==> src/hdl/cbtp_pkg.sv <==
// Package for the color bar test pattern pixel block.
// Holds field widths, register indexes, payload structs and the bar color table.
// No dependencies; every other file in hdl/ imports it.
package cbtp_pkg;

  // Field and internal widths
  localparam int DIM_W      = 13;             // frame dimension and config data
  localparam int PIX_W      = 12;             // pixel coordinate
  localparam int FRM_W      = 32;             // frame number
  localparam int CH_W       = 8;              // one color byte
  localparam int IDX_W      = 2;              // config register index
  localparam int THR_W      = DIM_W + 3;      // bar thresholds, up to 7 * width
  localparam int NUM_W      = PIX_W + CH_W;   // pixel_x * 255
  localparam int DSH_W      = DIM_W + CH_W;   // divisor shifted by one byte
  localparam int NUM_BARS   = 8;
  localparam int BAR_IDX_W  = 3;

  // Pipeline shape
  localparam int REM_STEPS  = 4;                   // remainder bits per stage
  localparam int REM_STAGES = FRM_W / REM_STEPS;   // sweep remainder stages
  localparam int DIV_STEPS  = 2;                   // quotient bits per stage
  localparam int DIV_STAGES = CH_W / DIV_STEPS;    // ramp divider stages

  // Pattern constants
  localparam int GRID_SH    = 5;                   // grid every 32 pixels
  localparam int SWEEP_SH   = 2;                   // sweep moves 4 pixels a frame
  localparam logic [DIM_W:0]  SWEEP_LEN  = 14'd4;
  localparam logic [DIM_W-1:0] MARKER_MIN = 13'd8;
  localparam logic [CH_W-1:0]  ALPHA      = 8'hFF;
  localparam logic [CH_W-1:0]  LEVEL_MAX  = 8'd255;

  // Register indexes
  localparam logic [IDX_W-1:0] REG_WIDTH  = 2'd0;
  localparam logic [IDX_W-1:0] REG_HEIGHT = 2'd1;
  localparam logic [IDX_W-1:0] REG_MIRROR = 2'd2;

  localparam logic [DIM_W-1:0] WIDTH_RST  = 13'd640;
  localparam logic [DIM_W-1:0] HEIGHT_RST = 13'd480;

  typedef struct packed {
    logic [CH_W-1:0] r;
    logic [CH_W-1:0] g;
    logic [CH_W-1:0] b;
  } rgb_t;

  localparam rgb_t GRID_RGB   = '{r: 8'd64,  g: 8'd64,  b: 8'd64};
  localparam rgb_t SWEEP_RGB  = '{r: 8'd255, g: 8'd128, b: 8'd0};
  localparam rgb_t MARK_RED   = '{r: 8'd255, g: 8'd0,   b: 8'd0};
  localparam rgb_t MARK_BLUE  = '{r: 8'd0,   g: 8'd0,   b: 8'd255};

  // Input and result payloads
  typedef struct packed {
    logic [PIX_W-1:0] pixel_x;
    logic [PIX_W-1:0] pixel_y;
    logic [FRM_W-1:0] frame_number;
  } in_t;

  typedef struct packed {
    logic [CH_W-1:0] blue;
    logic [CH_W-1:0] green;
    logic [CH_W-1:0] red;
    logic [CH_W-1:0] alpha;
  } out_t;

  // Values derived from the config registers
  typedef struct packed {
    logic [DIM_W-1:0]                 w;
    logic [DIM_W-1:0]                 den;
    logic [DIM_W-1:0]                 ramp_row;
    logic [DIM_W-1:0]                 marker;
    logic                             mirrored;
    logic [NUM_BARS-2:0][THR_W-1:0]   thr;
  } cfg_t;

  // Sweep remainder state: partial remainder and dividend bits still to shift in
  typedef struct packed {
    logic [DIM_W-1:0] rem;
    logic [FRM_W-1:0] bits;
  } rem_t;

  // Ramp divider state
  typedef struct packed {
    logic [DSH_W-1:0] rem;
    logic [CH_W-1:0]  q;
    logic             ovf;
  } div_t;

  // Per-pixel layer flags carried down the pipe
  typedef struct packed {
    logic [PIX_W-1:0]     x;
    logic                 ramp;
    logic                 grid;
    logic                 marker;
    logic [BAR_IDX_W-1:0] bar_idx;
  } pix_t;

  function automatic rgb_t bar_color(input logic [BAR_IDX_W-1:0] idx);
    rgb_t c;
    unique case (idx)
      3'd0: c = '{r: 8'd255, g: 8'd255, b: 8'd255};
      3'd1: c = '{r: 8'd255, g: 8'd255, b: 8'd0};
      3'd2: c = '{r: 8'd0,   g: 8'd255, b: 8'd255};
      3'd3: c = '{r: 8'd0,   g: 8'd255, b: 8'd0};
      3'd4: c = '{r: 8'd255, g: 8'd0,   b: 8'd255};
      3'd5: c = '{r: 8'd255, g: 8'd0,   b: 8'd0};
      3'd6: c = '{r: 8'd0,   g: 8'd0,   b: 8'd255};
      3'd7: c = '{r: 8'd0,   g: 8'd0,   b: 8'd0};
      default: c = '{r: 8'd0, g: 8'd0, b: 8'd0};
    endcase
    return c;
  endfunction

endpackage

==> src/hdl/color_bar_test_pattern_pixel.sv <==
// Color bar test pattern generator, one BGRA pixel per clock. It takes one pixel
// transfer per cycle whenever the output is not stalled. The remainder pipeline
// places the sweep bar, working frame*4 mod width four bits per stage over eight
// stages, with the ramp divider running beside it.
// A stall on the output holds the whole pipe, so nothing is dropped or repeated.
// Config registers (width, height, mirror) are to be written through the cfg port only
// while no pixel is in flight; the block does not enforce it. A write is taken every cycle.
// Depends on cbtp_pkg, cbtp_cfg, cbtp_rem_step and cbtp_div_step.
module color_bar_test_pattern_pixel
  import cbtp_pkg::*;
#(
  parameter int MAX_DIM = 4096
) (
  input  logic             clk,
  input  logic             rst_n,
  input  logic             in_valid,
  output logic             in_stall,
  input  in_t              in_data,
  output logic             out_valid,
  input  logic             out_stall,
  output out_t             out_data,
  input  logic             cfg_valid,
  output logic             cfg_ready,
  input  logic [IDX_W-1:0] cfg_index,
  input  logic [DIM_W-1:0] cfg_data
);

  cfg_t cfg;

  logic                  en;
  logic [REM_STAGES:0]   vld_r;
  in_t                   s0_r;
  pix_t                  pix_r [1:REM_STAGES];
  pix_t                  pix_nxt;
  div_t                  div_r [1:REM_STAGES];
  div_t                  div_nxt;
  rem_t                  rem_r [1:REM_STAGES];
  rem_t                  rem_init;
  logic                  out_valid_r;
  out_t                  out_data_r;
  out_t                  out_nxt;

  logic [DIM_W-1:0]      xw;
  logic [DIM_W-1:0]      yw;
  logic [DIM_W-1:0]      bar_x;
  logic [THR_W-1:0]      bar_x8;
  logic [BAR_IDX_W-1:0]  idx;
  logic [NUM_W-1:0]      num;

  pix_t                  pf;
  logic [DIM_W-1:0]      sweep_x;
  logic                  sweep_hit;
  logic [CH_W-1:0]       level;
  rgb_t                  c;

  cbtp_cfg #(
    .MAX_DIM(MAX_DIM)
  ) u_cfg (
    .clk      (clk),
    .rst_n    (rst_n),
    .cfg_valid(cfg_valid),
    .cfg_ready(cfg_ready),
    .cfg_index(cfg_index),
    .cfg_data (cfg_data),
    .cfg      (cfg)
  );

  // Advance the whole pipe unless a finished pixel is held at the output
  assign en       = !(out_valid_r && out_stall);
  assign in_stall = !en;

  // Valid bits travel with the stages
  always_ff @(posedge clk) begin
    if (!rst_n) begin
      vld_r       <= '0;
      out_valid_r <= 1'b0;
    end else if (en) begin
      vld_r       <= {vld_r[REM_STAGES-1:0], in_valid};
      out_valid_r <= vld_r[REM_STAGES];
    end
  end

  // Stage 0: capture the input transfer
  always_ff @(posedge clk) begin
    if (en) begin
      s0_r <= in_data;
    end
  end

  // Stage 1: bar index, layer flags, ramp dividend and overflow
  always_comb begin
    xw    = {1'b0, s0_r.pixel_x};
    yw    = {1'b0, s0_r.pixel_y};
    bar_x = xw;
    if (cfg.mirrored) begin
      bar_x = (xw < cfg.w) ? (cfg.w - xw - DIM_W'(1)) : '0;
    end
    bar_x8 = {bar_x, 3'b000};
    idx    = '0;
    for (int k = 0; k < NUM_BARS - 1; k++) begin
      if (bar_x8 >= cfg.thr[k]) begin
        idx = idx + BAR_IDX_W'(1);
      end
    end

    pix_nxt.x       = s0_r.pixel_x;
    pix_nxt.bar_idx = idx;
    pix_nxt.ramp    = (yw >= cfg.ramp_row);
    pix_nxt.grid    = (s0_r.pixel_x[GRID_SH-1:0] == '0) || (s0_r.pixel_y[GRID_SH-1:0] == '0);
    pix_nxt.marker  = (xw < cfg.marker) && (yw < cfg.marker);

    num         = {s0_r.pixel_x, {CH_W{1'b0}}} - {{CH_W{1'b0}}, s0_r.pixel_x};
    div_nxt.rem = {1'b0, num};
    div_nxt.q   = '0;
    div_nxt.ovf = ({1'b0, num} >= {cfg.den, {CH_W{1'b0}}});

    rem_init.rem  = '0;
    rem_init.bits = s0_r.frame_number << SWEEP_SH;
  end

  always_ff @(posedge clk) begin
    if (en) begin
      pix_r[1] <= pix_nxt;
      div_r[1] <= div_nxt;
      for (int k = 2; k <= REM_STAGES; k++) begin
        pix_r[k] <= pix_r[k-1];
      end
    end
  end

  // Stages 1 to 8: sweep remainder, four bits per stage
  for (genvar k = 1; k <= REM_STAGES; k++) begin : g_rem
    rem_t stg_in;
    rem_t stg_nxt;
    if (k == 1) begin : g_first
      assign stg_in = rem_init;
    end else begin : g_next
      assign stg_in = rem_r[k-1];
    end
    cbtp_rem_step u_step (
      .w    (cfg.w),
      .d_in (stg_in),
      .d_out(stg_nxt)
    );
    always_ff @(posedge clk) begin
      if (en) begin
        rem_r[k] <= stg_nxt;
      end
    end
  end

  // Stages 2 to 5: ramp divider, then hold the level to stage 8
  for (genvar k = 2; k <= REM_STAGES; k++) begin : g_div
    div_t stg_nxt;
    if (k <= DIV_STAGES + 1) begin : g_step
      cbtp_div_step u_step (
        .den  (cfg.den),
        .d_in (div_r[k-1]),
        .d_out(stg_nxt)
      );
    end else begin : g_hold
      assign stg_nxt = div_r[k-1];
    end
    always_ff @(posedge clk) begin
      if (en) begin
        div_r[k] <= stg_nxt;
      end
    end
  end

  // Output stage: sweep test and layer priority
  always_comb begin
    pf        = pix_r[REM_STAGES];
    sweep_x   = rem_r[REM_STAGES].rem;
    sweep_hit = ({1'b0, pf.x} >= sweep_x) &&
                ({2'b00, pf.x} < ({1'b0, sweep_x} + SWEEP_LEN));
    level     = div_r[REM_STAGES].ovf ? LEVEL_MAX : div_r[REM_STAGES].q;

    priority if (sweep_hit) begin
      c = SWEEP_RGB;
    end else if (pf.marker) begin
      c = cfg.mirrored ? MARK_BLUE : MARK_RED;
    end else if (pf.grid) begin
      c = GRID_RGB;
    end else if (pf.ramp) begin
      c = '{r: level, g: level, b: level};
    end else begin
      c = bar_color(pf.bar_idx);
    end

    out_nxt.blue  = c.b;
    out_nxt.green = c.g;
    out_nxt.red   = c.r;
    out_nxt.alpha = ALPHA;
  end

  always_ff @(posedge clk) begin
    if (en) begin
      out_data_r <= out_nxt;
    end
  end

  assign out_valid = out_valid_r;
  assign out_data  = out_data_r;

endmodule

==> src/hdl/cbtp_cfg.sv <==
// Config registers of the color bar pattern and the values derived from them.
// Depends on cbtp_pkg.
module cbtp_cfg
  import cbtp_pkg::*;
#(
  parameter int MAX_DIM = 4096
) (
  input  logic             clk,
  input  logic             rst_n,
  input  logic             cfg_valid,
  output logic             cfg_ready,
  input  logic [IDX_W-1:0] cfg_index,
  input  logic [DIM_W-1:0] cfg_data,
  output cfg_t             cfg
);

  logic [DIM_W-1:0] width_r;
  logic [DIM_W-1:0] height_r;
  logic             mirror_r;
  cfg_t             cfg_r;
  cfg_t             cfg_nxt;

  logic [DIM_W-1:0] w_eff;
  logic [DIM_W-1:0] h_eff;
  logic [DIM_W-1:0] min_dim;
  logic [DIM_W-1:0] mk;
  logic [DIM_W-1:0] ht;

  function automatic logic [DIM_W-1:0] clamp_dim(input logic [DIM_W-1:0] v);
    logic [DIM_W-1:0] d;
    if (v == '0) begin
      d = DIM_W'(1);
    end else if (32'(v) > 32'(MAX_DIM)) begin
      d = DIM_W'(MAX_DIM);
    end else begin
      d = v;
    end
    return d;
  endfunction

  assign cfg_ready = 1'b1;

  // Take register writes
  always_ff @(posedge clk) begin
    if (!rst_n) begin
      width_r  <= WIDTH_RST;
      height_r <= HEIGHT_RST;
      mirror_r <= 1'b0;
    end else if (cfg_valid && cfg_ready) begin
      unique case (cfg_index)
        REG_WIDTH:  width_r  <= cfg_data;
        REG_HEIGHT: height_r <= cfg_data;
        REG_MIRROR: mirror_r <= cfg_data[0];
        default: ;
      endcase
    end
  end

  // Derive frame geometry
  always_comb begin
    w_eff   = clamp_dim(width_r);
    h_eff   = clamp_dim(height_r);
    min_dim = (w_eff < h_eff) ? w_eff : h_eff;
    mk      = min_dim >> 3;
    ht      = h_eff >> 3;

    cfg_nxt.w        = w_eff;
    cfg_nxt.den      = (w_eff > DIM_W'(1)) ? (w_eff - DIM_W'(1)) : DIM_W'(1);
    cfg_nxt.marker   = (mk > MARKER_MIN) ? mk : MARKER_MIN;
    cfg_nxt.ramp_row = h_eff - ((ht > DIM_W'(1)) ? ht : DIM_W'(1));
    cfg_nxt.mirrored = mirror_r;
    for (int k = 0; k < NUM_BARS - 1; k++) begin
      cfg_nxt.thr[k] = THR_W'(w_eff) * THR_W'(k + 1);
    end
  end

  // Register the derived values
  always_ff @(posedge clk) begin
    cfg_r <= cfg_nxt;
  end

  assign cfg = cfg_r;

endmodule

==> src/hdl/cbtp_rem_step.sv <==
// One stage of the sweep position remainder: four bits of frame*4 mod width.
// Depends on cbtp_pkg; the caller registers the result.
module cbtp_rem_step
  import cbtp_pkg::*;
(
  input  logic [DIM_W-1:0] w,
  input  rem_t             d_in,
  output rem_t             d_out
);

  logic [DIM_W:0]   t;
  logic [DIM_W-1:0] r;
  logic [FRM_W-1:0] b;

  // Shift in four dividend bits one by one, subtracting the width when it fits
  always_comb begin
    r = d_in.rem;
    b = d_in.bits;
    t = '0;
    for (int i = 0; i < REM_STEPS; i++) begin
      t = {r, b[FRM_W-1]};
      b = {b[FRM_W-2:0], 1'b0};
      if (t >= {1'b0, w}) begin
        t = t - {1'b0, w};
      end
      r = t[DIM_W-1:0];
    end
    d_out.rem  = r;
    d_out.bits = b;
  end

endmodule

==> src/hdl/cbtp_div_step.sv <==
// One stage of the ramp level divider: two quotient bits of x*255 / (width-1).
// Depends on cbtp_pkg; the caller registers the result.
module cbtp_div_step
  import cbtp_pkg::*;
(
  input  logic [DIM_W-1:0] den,
  input  div_t             d_in,
  output div_t             d_out
);

  logic [DSH_W:0]   t;
  logic [DSH_W:0]   dsh;
  logic [DSH_W-1:0] r;
  logic [CH_W-1:0]  q;

  // Restoring division against the divisor shifted up one byte
  always_comb begin
    dsh = {1'b0, den, {CH_W{1'b0}}};
    r   = d_in.rem;
    q   = d_in.q;
    t   = '0;
    for (int i = 0; i < DIV_STEPS; i++) begin
      t = {r, 1'b0};
      if (t >= dsh) begin
        t = t - dsh;
        q = {q[CH_W-2:0], 1'b1};
      end else begin
        q = {q[CH_W-2:0], 1'b0};
      end
      r = t[DSH_W-1:0];
    end
    d_out.rem = r;
    d_out.q   = q;
    d_out.ovf = d_in.ovf;
  end

endmodule

==> config.mk <==
export PLATFORM = sky130hd
export DESIGN_NAME = color_bar_test_pattern_pixel
export DESIGN_NICKNAME = d
export VERILOG_FILES = /design/src/hdl/cbtp_pkg.sv /design/src/hdl/color_bar_test_pattern_pixel.sv /design/src/hdl/cbtp_cfg.sv /design/src/hdl/cbtp_rem_step.sv /design/src/hdl/cbtp_div_step.sv
export SDC_FILE = /design/constraint.sdc
export NUM_CORES = 2
export LEC_CHECK = 0
export ABC_CLOCK_PERIOD_IN_PS = 26200
export BUFFER_PORTS_ARGS = -buffer_cell sky130_fd_sc_hd__buf_2
export CORE_UTILIZATION = 25
export DETAILED_ROUTE_END_ITERATION = 10
export GPL_TIMING_DRIVEN = 1
export SYNTH_ARGS = -nofsm -noshare
export SYNTH_HDL_FRONTEND = slang
export SYNTH_HIERARCHICAL = 1
export SYNTH_SLANG_ARGS = --single-unit
==> constraint.sdc <==
create_clock -name clk -period 26.2 [get_ports clk]
set_input_delay 6.55 -clock clk [delete_from_list [all_inputs] [get_ports clk]]
set_output_delay 6.55 -clock clk [all_outputs]
set_load 0.005 [all_outputs]
# Word-level counts from Yosys, hierarchy flattened
# Memory sizes are Yosys's and may differ from the RTL's.
# Cells that the tools add are included.
op_classes:
  addsub: 52
  n_mul: 4
  n_lt_le_gt_ge: 60
  n_eq_ne: 2
  muxes: 69
  n_reduce_logical: 12
op_table:
  columns: ["operator", "count"]
  rows:
  - ["13-bit 2-to-1 mux", 39]
  - ["14-bit by 13-bit >= comparator with 1-bit output", 31]
  - ["13-bit subtractor", 32]
  - ["22-bit by 21-bit >= comparator with 1-bit output", 8]
  - ["21-bit 2-to-1 mux", 8]
  - ["21-bit subtractor", 8]
  - ["24-bit 2-to-1 mux", 4]
  - ["16-bit >= comparator", 3]
  - ["12-bit by 13-bit less-than comparator with 1-bit output", 3]
  - ["16-bit by 15-bit >= comparator with 1-bit output", 2]
  - ["13-bit by 3-bit multiplier with 16-bit output, second input constant", 2]
  - ["13-bit by 2-bit multiplier with 15-bit output, second input constant", 2]
  - ["12-bit by 13-bit >= comparator with 1-bit output", 2]
  - ["13-bit greater-than comparator, second input constant", 2]
  - ["13-bit logical NOT", 2]
  - ["13-bit by 1-bit subtractor with 13-bit output, second input constant", 2]
  - ["20-bit by 21-bit >= comparator with 1-bit output", 1]
  - ["20-bit by 12-bit subtractor with 20-bit output", 1]
  - ["3-bit by 1-bit adder with 3-bit output, second input constant", 6]
  - ["3-bit 2-to-1 mux", 6]
  - ["16-bit by 13-bit >= comparator with 1-bit output", 1]
  - ["16-bit by 14-bit >= comparator with 1-bit output", 1]
  - ["13-bit by 3-bit adder with 14-bit output, second input constant", 1]
  - ["12-bit by 14-bit less-than comparator with 1-bit output", 1]
  - ["17 further kinds", 31]
totals:
  reg_bits: 230
  ram_bits: 712
  mem_bits_ro: 192
  out_inout_bits: 35
  word_cells: 224
  n_memories: 4
memory_table:
  columns: ["memory", "depth", "width", "rd", "rd_ports_with_merged_regs", "write_ports", "line_no", "text"]
  rows:
  - ["rem_r", 8, 41, 8, 0, 8, "color_bar_test_pattern_pixel.sv:37", "rem_t rem_r [1:REM_STAGES];"]
  - ["div_r", 8, 30, 8, 0, 8, "color_bar_test_pattern_pixel.sv:35", "div_t div_r [1:REM_STAGES];"]
  - ["(no name shown)", 8, 24, 1, 0, 0, "cbtp_pkg.sv:99", "unique case (idx)"]
  - ["pix_r", 8, 18, 8, 0, 8, "color_bar_test_pattern_pixel.sv:33", "pix_t pix_r [1:REM_STAGES];"]

# Depth between registers and ports, before layout
logic_depth:
  word_depth: 18
  depth_mapped: 45

# Cells and area by module
# Netlist, hierarchy kept.
modules_own_cells:
  columns: ["module", "n_inst", "cells_per_inst", "area_per_inst_um2", "seq_area_each_um2"]
  rows:
  - ["color_bar_test_pattern_pixel", 1, 1586, 27420.0, 21100.2]
  - ["cbtp_rem_step (g_rem[1].u_step ...)", 4, 476, 3437.0, 0.0]
  - ["cbtp_rem_step (g_rem[4].u_step ...)", 3, 427, 3284.4, 0.0]
  - ["cbtp_cfg", 1, 785, 7069.3, 2382.3]
  - ["cbtp_div_step (g_div[2].g_step.u_step ...)", 3, 255, 1888.1, 0.0]
  - ["cbtp_rem_step (g_rem[3].u_step)", 1, 481, 3474.6, 0.0]
  - ["cbtp_div_step (g_div[5].g_step.u_step)", 1, 268, 1855.5, 0.0]

# Least setup slack after synthesis
# Ideal clock, no wire load.
synth_path:
  path_type: "input to register"
  from: "input port out_stall"
  to: "register, netlist name div_r[0][0]"
  setup_time_ps: 1338
  t_arrival_ps: 25580
  required_ps: 24862
  path_slack_ps: -719
  path_stages: 2
  cell_sequence: "nand2_1 > clkbuf_1"
synth_rtl:
  columns: ["element", "line_no", "text"]
  rows:
  - ["from (decl)", "color_bar_test_pattern_pixel.sv:20", "input logic out_stall,"]

# Worst setup path after layout
layout_path:
  from: "input port out_stall"
  to: "output port in_stall"
layout_via:
  elab_chain_len: 1
layout_rtl:
  columns: ["element", "line_no", "text"]
  rows:
  - ["1-bit logical AND", "color_bar_test_pattern_pixel.sv:69", "assign en = !(out_valid_r && out_stall);"]
  - ["to (decl)", "color_bar_test_pattern_pixel.sv:17", "output logic in_stall,"]
# No other way between the ends.

==> flow_summary.ini <==
[clock_tree]
clock_path_buffers = 3
clockRootBuffer = clkbuf_16
postCtsSetupBuffers = 0
cts_resized = 0
path_clk_slew_ns = 0.06
postCtsHoldBufs = 0
cts_sinks = 701
cts_tree = yes
cts_buffers = 83
htreeDepth = 3
clk-insertion-delay-late_ns = 0.73

[sta]
post-route-period-util = 0.530
finalSetupViolCount = 0
fmaxAchievable_ghz = 0.0720
fin_ws_ns = 12.31
maxSlewViolCount = 0
tns_ns = 0
max_slew_margin = 0.235
finalCriticalPeriod_ns = 13.89
finClkSkew_ns = 0.0689
rsz0062_at_grt = false
final-hold-violation-count = 0
tightest_slew_ns = 1.14

[routing]
drc = 0
drt-wirelength-per-cell_microns = 16.8
drt_iter0_markers = 3330
wl_mm = 169
drt_first_pass_iters = 6
ant_nets = 0
vias = 49419
via_per_inst = 4.92

[worst_hold_path]
min_to = u_cfg/cfg[112]
hold_depth = 0
min-delay-start = u_cfg/mirror_r
hp-class = flip-flop to flip-flop

[yosys]
yosys_warnings = 6
netlist_area_sq_mm = 0.0637
synth.avg_cell_area_sq_um = 9.49
netlist_instances = 6711

[global_routing]
grt_pass1_vias = 48943
grt_usage = 0.129
antenna_found_initial = 11
grt_first_pass_wirelength_mm = 267
globalRouteMet2Util = 0.215
grt_overflow = 0
met1_usage = 0.172
grt_start_max_net_pins = 188
met3_usage = 0.0158
busiest_layer = met2

[die]
rows = 184
die_w_microns = 507
dieArea_sq_mm = 0.257
core-area_sq_mm = 0.252
start_util = 0.252
die_h_microns = 507
pin_count = 111

[finish]
final_cell_mix = ha_1 (800), inv_1 (600), edfxtp_1 (572)
final_common_cell = ha_1
area_growth_pct = 9.07
final_util = 0.275
n_fill_cell = 26453
drive_above_1_share = 0.0992
nNetsFinal = 7568

[worst_setup_path]
worstPathMaxFanout = 19
worst_r2r_endpoint = rem_r[0][314]
rrSetupSlack_ns = 14.04
r2r_start = u_cfg/cfg[65]
critPathKind = input pin to output pin
cp_data_required_time_ns = 19.65
worstPathArrival_ns = 7.34
end_kind = output pin
reg2regPathDepth = 36
startpoint_type = input pin

[run_status]
status = finished, final reports clean

[placement]
portBuffers = 99
hpwl_mm = 129
post-place-ws_ns = 12.27
place_congestion = 0.906

[run]
max_cap_violations = 0
-- worst max-delay path by stage --
stage | to | cells past startpoint | slack (ns) | from
floorplan | div_r[0][0] | 2 | 2.79 | out_stall
global placement | in_stall | 4 | 12.28 | out_stall
detailed placement | in_stall | 4 | 12.27 | out_stall
CTS | in_stall | 4 | 12.27 | out_stall
global route | in_stall | 4 | 12.22 | out_stall
finish | in_stall | 4 | 12.31 | out_stall
-- critical path, stage by stage --
cell	delay, ns
buf_2	0.11
nand2_4	0.24
inv_1	0.25
buf_2	0.19
-- per-stage QoR --
step	area, sq um	instances	hold slack (ns)
floorplan	63900	6764	0.331
global placement	66400	9899	0.350
detailed placement	66400	9899	0.347
CTS	69400	10050	0.362
global route	69500	10052	0.376
finish	69500	10052	0.356
-- state kept, by name, indices dropped and copies added (netlist names) --
name / cells
out_data: 24
u_cfg/mirror_r: 1
u_cfg/cfg: 92
pix_r: 143
u_cfg/width_r: 13
u_cfg/height_r: 13
s0_r: 12
div_r: 135
rem_r: 216
g_rem.stg_in: 30
out_valid: 1
vld_r: 9
pix_nxt: 12
-- cell type report --
type / instances / area, sq um / share of cell area
repair buffers: 134 / 771 / 0.0111
clock inverters: 58 / 837 / 0.0121
multi-input cells: 5112 / 39400 / 0.568
inverters: 604 / 2280 / 0.0329
flip-flops and latches: 701 / 19800 / 0.285
well taps: 3348 / 4190 / 0.0603
diodes: 2 / 5.00 / 0.0000721
clock buffers: 93 / 2180 / 0.0313
-- per-layer routing --
layer	part of all wire	vias up
met5	0.000065	-
met4	0.028	2
met1	0.47	23727
met3	0.044	247
met2	0.46	1192
li1	-	24251
Power is not shown: default switching activity piles up to over one toggle a cycle in this logic, so the estimate is an artifact.
